### config.mk
export PLATFORM = sky130hd
export DESIGN_NAME = tsrb_arg_unit
export DESIGN_NICKNAME = d
export VERILOG_FILES = /design/src/rtl/tsrb_pkg.sv /design/src/rtl/tsrb_arg_unit.sv
export SDC_FILE = /design/constraint.sdc
export NUM_CORES = 1
export LEC_CHECK = 0
export ABC_AREA = 1
export BUFFER_PORTS_ARGS = -buffer_cell sky130_fd_sc_hd__clkbuf_2
export CORE_UTILIZATION = 45
export CTS_CLUSTER_SIZE = 16
export DETAILED_ROUTE_END_ITERATION = 8
export SKIP_CTS_REPAIR_TIMING = 1
export SLEW_MARGIN = 20
export SYNTH_ARGS = -nofsm -noshare
export SYNTH_HDL_FRONTEND = slang
export SYNTH_SLANG_ARGS = --single-unit
### constraint.sdc
create_clock -name clk -period 6.5 [get_ports clk]
set_clock_uncertainty 0.15 [all_clocks]
set_input_delay 1.3 -clock clk [delete_from_list [all_inputs] [get_ports clk]]
set_output_delay 1.3 -clock clk [all_outputs]
set_load 0.01 [all_outputs]
### src/rtl/tsrb_pkg.sv
// ---------------------------------------------------------------------------
// tsrb_pkg
// Shared types and constants for the tilt-shift row blend core.
// ---------------------------------------------------------------------------
package tsrb_pkg;

	localparam int CFG_IDX_W  = 2;
	localparam int CFG_DATA_W = 12;
	localparam int CFG_ROW_W  = 12;
	localparam int DECAY_W    = 7;

	localparam logic [CFG_IDX_W-1:0] CFG_CENTER_ROW  = 2'd0;
	localparam logic [CFG_IDX_W-1:0] CFG_BAND_HEIGHT = 2'd1;
	localparam logic [CFG_IDX_W-1:0] CFG_DECAY       = 2'd2;

	localparam int PIX_W    = 8;
	localparam int CH_N     = 3;
	localparam int ARG_FRAC = 10;
	localparam int ARG_QBITS = 15;
	localparam logic [ARG_QBITS-1:0] ARG_MAX = '1;
	localparam int ARG_SPAN  = 32768;
	localparam int DIV_STEPS = 4;
	localparam int DIV_STAGES = (ARG_QBITS + DIV_STEPS - 1) / DIV_STEPS;

	typedef enum logic [2:0] {
		FILL_PREP,
		FILL_DIV,
		FILL_WRITE,
		FILL_NEXT,
		FILL_DONE
	} fill_state_t;

endpackage

### src/rtl/tsrb_arg_unit.sv
// ---------------------------------------------------------------------------
// tsrb_arg_unit
// Row distance to tanh table index: |d|*1024/decay rounded, saturated,
// then scaled to the table. Seven register stages, one item per cycle.
// ---------------------------------------------------------------------------
module tsrb_arg_unit import tsrb_pkg::*; #(
	parameter int ROW_BITS     = 12,
	parameter int TANH_ENTRIES = 1024
) (
	input  logic                            clk,
	input  logic signed [ROW_BITS+1:0]      delta,
	input  logic [DECAY_W-1:0]              dv,
	output logic [$clog2(TANH_ENTRIES)-1:0] idx,
	output logic                            neg
);

	localparam int IDX_W = $clog2(TANH_ENTRIES);
	localparam int MAG_W = ROW_BITS + 1;
	localparam int NUM_W = ROW_BITS + 12;
	localparam int HI_W  = NUM_W - ARG_QBITS;
	localparam int CW    = (HI_W > DECAY_W) ? HI_W : DECAY_W;

	logic [MAG_W-1:0]     mag_s1;
	logic                 neg_s1;
	logic [NUM_W-1:0]     num;
	logic [HI_W-1:0]      num_hi;
	logic [DECAY_W-1:0]   rem_s [0:DIV_STAGES];
	logic [ARG_QBITS-1:0] rq_s  [0:DIV_STAGES];
	logic                 sat_s [0:DIV_STAGES];
	logic                 neg_s [0:DIV_STAGES];
	logic [ARG_QBITS-1:0] x;
	logic [31:0]          scaled;
	logic [31:0]          idx_full;
	logic [IDX_W-1:0]     idx_s7;
	logic                 neg_s7;

	always_ff @(posedge clk) begin
		mag_s1 <= delta[ROW_BITS+1] ? MAG_W'(-delta) : MAG_W'(delta);
		neg_s1 <= delta[ROW_BITS+1];
	end

	// rounded numerator; quotient saturates once it reaches 2^15
	always_comb begin
		num    = NUM_W'({mag_s1, {ARG_FRAC{1'b0}}}) + NUM_W'(dv >> 1);
		num_hi = num[NUM_W-1:ARG_QBITS];
	end

	always_ff @(posedge clk) begin
		rem_s[0] <= DECAY_W'(num_hi);
		rq_s[0]  <= num[ARG_QBITS-1:0];
		sat_s[0] <= CW'(num_hi) >= CW'(dv);
		neg_s[0] <= neg_s1;
	end

	for (genvar g = 0; g < DIV_STAGES; g++) begin : g_div
		localparam int NS = (ARG_QBITS - g * DIV_STEPS > DIV_STEPS) ?
			DIV_STEPS : ARG_QBITS - g * DIV_STEPS;
		logic [DECAY_W-1:0]   r;
		logic [ARG_QBITS-1:0] q;
		logic [DECAY_W:0]     t;

		always_comb begin
			r = rem_s[g];
			q = rq_s[g];
			t = '0;
			for (int i = 0; i < NS; i++) begin
				t = {r, q[ARG_QBITS-1]};
				q = {q[ARG_QBITS-2:0], 1'b0};
				if (t >= {1'b0, dv}) begin
					t    = t - {1'b0, dv};
					q[0] = 1'b1;
				end
				r = t[DECAY_W-1:0];
			end
		end

		always_ff @(posedge clk) begin
			rem_s[g+1] <= r;
			rq_s[g+1]  <= q;
			sat_s[g+1] <= sat_s[g];
			neg_s[g+1] <= neg_s[g];
		end
	end

	always_comb begin
		x        = sat_s[DIV_STAGES] ? ARG_MAX : rq_s[DIV_STAGES];
		scaled   = 32'(x) * 32'(TANH_ENTRIES) + 32'(ARG_SPAN / 2);
		idx_full = scaled >> ARG_QBITS;
		if (idx_full > 32'(TANH_ENTRIES - 1))
			idx_full = 32'(TANH_ENTRIES - 1);
	end

	always_ff @(posedge clk) begin
		idx_s7 <= idx_full[IDX_W-1:0];
		neg_s7 <= neg_s[DIV_STAGES];
	end

	assign idx = idx_s7;
	assign neg = neg_s7;

endmodule

==> key figures <==
STA
  – Slew headroom: 0.7143
  – # setup viols final: 0
  – Fmax: 154.2 MHz
  – Final WS setup: 14.26 ps
  – Min Tclk post-route: 6486 ps
  – Max Slew Vio Count: 0
  – Final setup TNS: 0 ps
  – Worst Tran Pin Value: 428.0 ps
  – Hold_ws: 178.7 ps
  – Period utilisation layout: 0.9978
  – Endpoints failing hold: 0
  – RSZ-0062 raised after global routing: true

Drt
  – Post-DRT Antenna Nets: 0
  – Number of DRC markers in iteration 0: 238
  – Wire per inst: 12.97 um
  – Vias: 6229
  – Routed WL: 16810 um
  – Drt pass-1 iters: 4
  – Vias/cell: 4.806
  – Drt drc: 0

Logic synthesis
  – Synth Area in Compound Gates: 0.09016
  – Fraction of registers with async set/reset: 0
  – Yosys Warn Count: 0
  – Syn Area/Cell: 7.594 um^2
  – Synth Area in XOR/XNOR: 0.07348
  – Sequential share of the synthesized area: 0.3059
  – Cell taking the most area after synthesis: dfxtp_1
  – Post-synthesis cell type count: 44
  – #FFs+latches synth: 102
  – Top FF cell, synth: dfxtp_1
  – Synth Instances: 879
  – Top cell type's share of synthesized area: 0.3059
  – Synthesized-area fraction occupied by and/or/nand/nor cells: 0.2735
  – Mapped Nets: 993
  – Post-synth top cells: nand2_1, inv_1, dfxtp_1
  – Adder-cell share of the synthesized area: 0.1814
  – Most frequent cell after synthesis: nand2_1
  – Largest family of logic cells by synthesized area: simple AND/OR/NAND/NOR gates
  – Mux contribution to synthesized area: 0
  – Post-Syn Area: 0.006675 mm^2
  – Post-synth EDFFs: 0
  – Synth area leaders: dfxtp_1, ha_1, nand2_1, inv_1, xor2_1

Placement
  – PortBufs: 32
  – HPWL after DPL: 12770 um
  – Dpl cell area: 0.008363 mm^2
  – Post-Place Setup Slack: -672.8 ps
  – Routability congestion estimate: 0.9255

Worst hold path
  – Worst Hold Class: reg -> reg

Layout
  – Filler Cell Count: 1240
  – Final Cell Area: 0.009440 mm^2
  – Area delta synth->final: 41.42%
  – Nets@finish: 1221
  – Layout cells sized above 1: 0.3552
  – Antenna diodes: 0

Floorplan
  – Die Y-Extent: 123.8 um
  – Starting Density: 0.4610
  – I/O pins: 33
  – Area of the die: 0.01533 mm^2
  – Chip Width: 123.8 um
  – Core Rows: 44
  – Core footprint: 0.01448 mm^2

Worst setup path
  – Crit-path slowest cell: ha_4
  – Req. time, crit path: 6650 ps
  – Critical path data arrival time: 6640 ps
  – Critical Path Source Type: input port
  – Buf/Inv on CP: 9
  – Max incr delay on CP: 350 ps
  – Top delay family on crit path: simple AND/OR/NAND/NOR gates
  – Crit path top cell by count: nand2_2
  – Worst setup EP type: register
  – Worst-path maximum fanout: 8
  – Crit path kind: in -> reg

CTS
  – Root buf cell: clkbuf_16
  – H-Tree Depth: 3
  – Worst-case clock buffer depth: 2
  – CTS clk-pin slew, worst paths: 70 ps
  – CTS tree: built
  – TritonCTS Buffers: 9
  – CTS sink cnt: 102
  – Clk_lat worst skew: 360 ps

GRT
  – Global-route wire length before repair: 25690 um
  – Pin count of the biggest net entering global routing: 20
  – Vias in the first global route: 5730
  – GRT Overall Usage: 0.2174
  – Antenna violations before repair: 0
  – GRT overflow: 0

Outcome
  – Outcome: finished clean

Flow run
  – Max_cap viols: 0
state kept, by name, indices dropped and copies added (netlist names):
signal  flops
idx        10
mag_s1     13
neg         1
neg_s       5
neg_s1      1
rem_s      21
rq_s       46
sat_s       5
kinds of logic after synthesis:
group / Yosys count
buffers and inverters: 129
adder cells (fa/ha/maj): 92
AND/OR/NAND/NOR: 394
flip-flops: 102
XOR/XNOR: 56
AO/OA/AOI/OAI: 106
layout by cell type (no fill, tap or decap), types with 3 or more instances in the layout:
| cell type | netlist | final |
|---|---|---|
| nor2_4 | 4 | 8 |
| dfxtp_1 | 102 | 102 |
| nand2_4 | 3 | 6 |
| nand2_2 | 8 | 38 |
| clkbuf_16 | 0 | 9 |
| nand3_1 | 51 | 46 |
| a21oi_1 | 46 | 38 |
| buf_4 | 1 | 184 |
| nor2_2 | 3 | 8 |
| nand3_2 | 4 | 5 |
| inv_1 | 118 | 106 |
| xnor2_1 | 20 | 20 |
| buf_6 | 1 | 4 |
| xor2_1 | 36 | 35 |
| a21oi_4 | 1 | 3 |
| a21oi_2 | 3 | 9 |
| ha_2 | 0 | 3 |
| nor3_1 | 11 | 10 |
| or2_2 | 7 | 6 |
| nand4_1 | 8 | 8 |
| nand2_1 | 234 | 201 |
| inv_2 | 4 | 13 |
| o21bai_1 | 3 | 3 |
| o21ai_4 | 0 | 3 |
| ha_4 | 0 | 23 |
| fa_2 | 0 | 6 |
| a21o_1 | 3 | 3 |
| o21ai_2 | 0 | 8 |
| nand3_4 | 2 | 6 |
| ha_1 | 84 | 58 |
| o21a_1 | 3 | 3 |
| nor2_1 | 47 | 40 |
| o21ai_0 | 29 | 22 |
| a31oi_1 | 6 | 6 |
| clkinvlp_4 | 0 | 3 |
| clkbuf_2 | 0 | 29 |
routing by layer:
layer,track usage,part of all wire,wire (um)
met5,0,0,0
met4,0.07380,0.027,453
met3,0.03571,0.026,431
met2,0.3986,0.52,8673
met1,0.2535,0.43,7250
area by class of cell:
class	count	area, um^2	area share
Clock buffer	9	225.2	0.02386
Multi-Input combinational cell	650	4772	0.5055
Timing Repair Buffer	220	1612	0.1707
Inverter	124	491.7	0.05209
Sequential cell	102	2042	0.2163
Clock inverter	7	67.56	0.007157
Tap cell	184	230.2	0.02439
stage by stage:
stage               utilization  instances
floorplan                     -        879
global placement         0.5776       1251
detailed placement       0.5776       1251
CTS                      0.5978       1267
global route             0.6520       1296
finish                   0.6520       1296
path summary, 6_finish.rpt:
kind,from,end,slack [ps],depth (start not counted)
worst max-delay path,dv[3],rem_s[0][7]$_DFF_P_,10,44
worst min-delay path,mag_s1[4]$_DFF_P_,rq_s[0][14]$_DFF_P_,180,0
worst max register to register,rq_s[0][14]$_DFF_P_,rem_s[0][7]$_DFF_P_,740,45
worst min register to register,mag_s1[4]$_DFF_P_,rq_s[0][14]$_DFF_P_,180,0
Power is not shown: default switching activity piles up to over one toggle a cycle in this logic, so the estimate is an artifact.
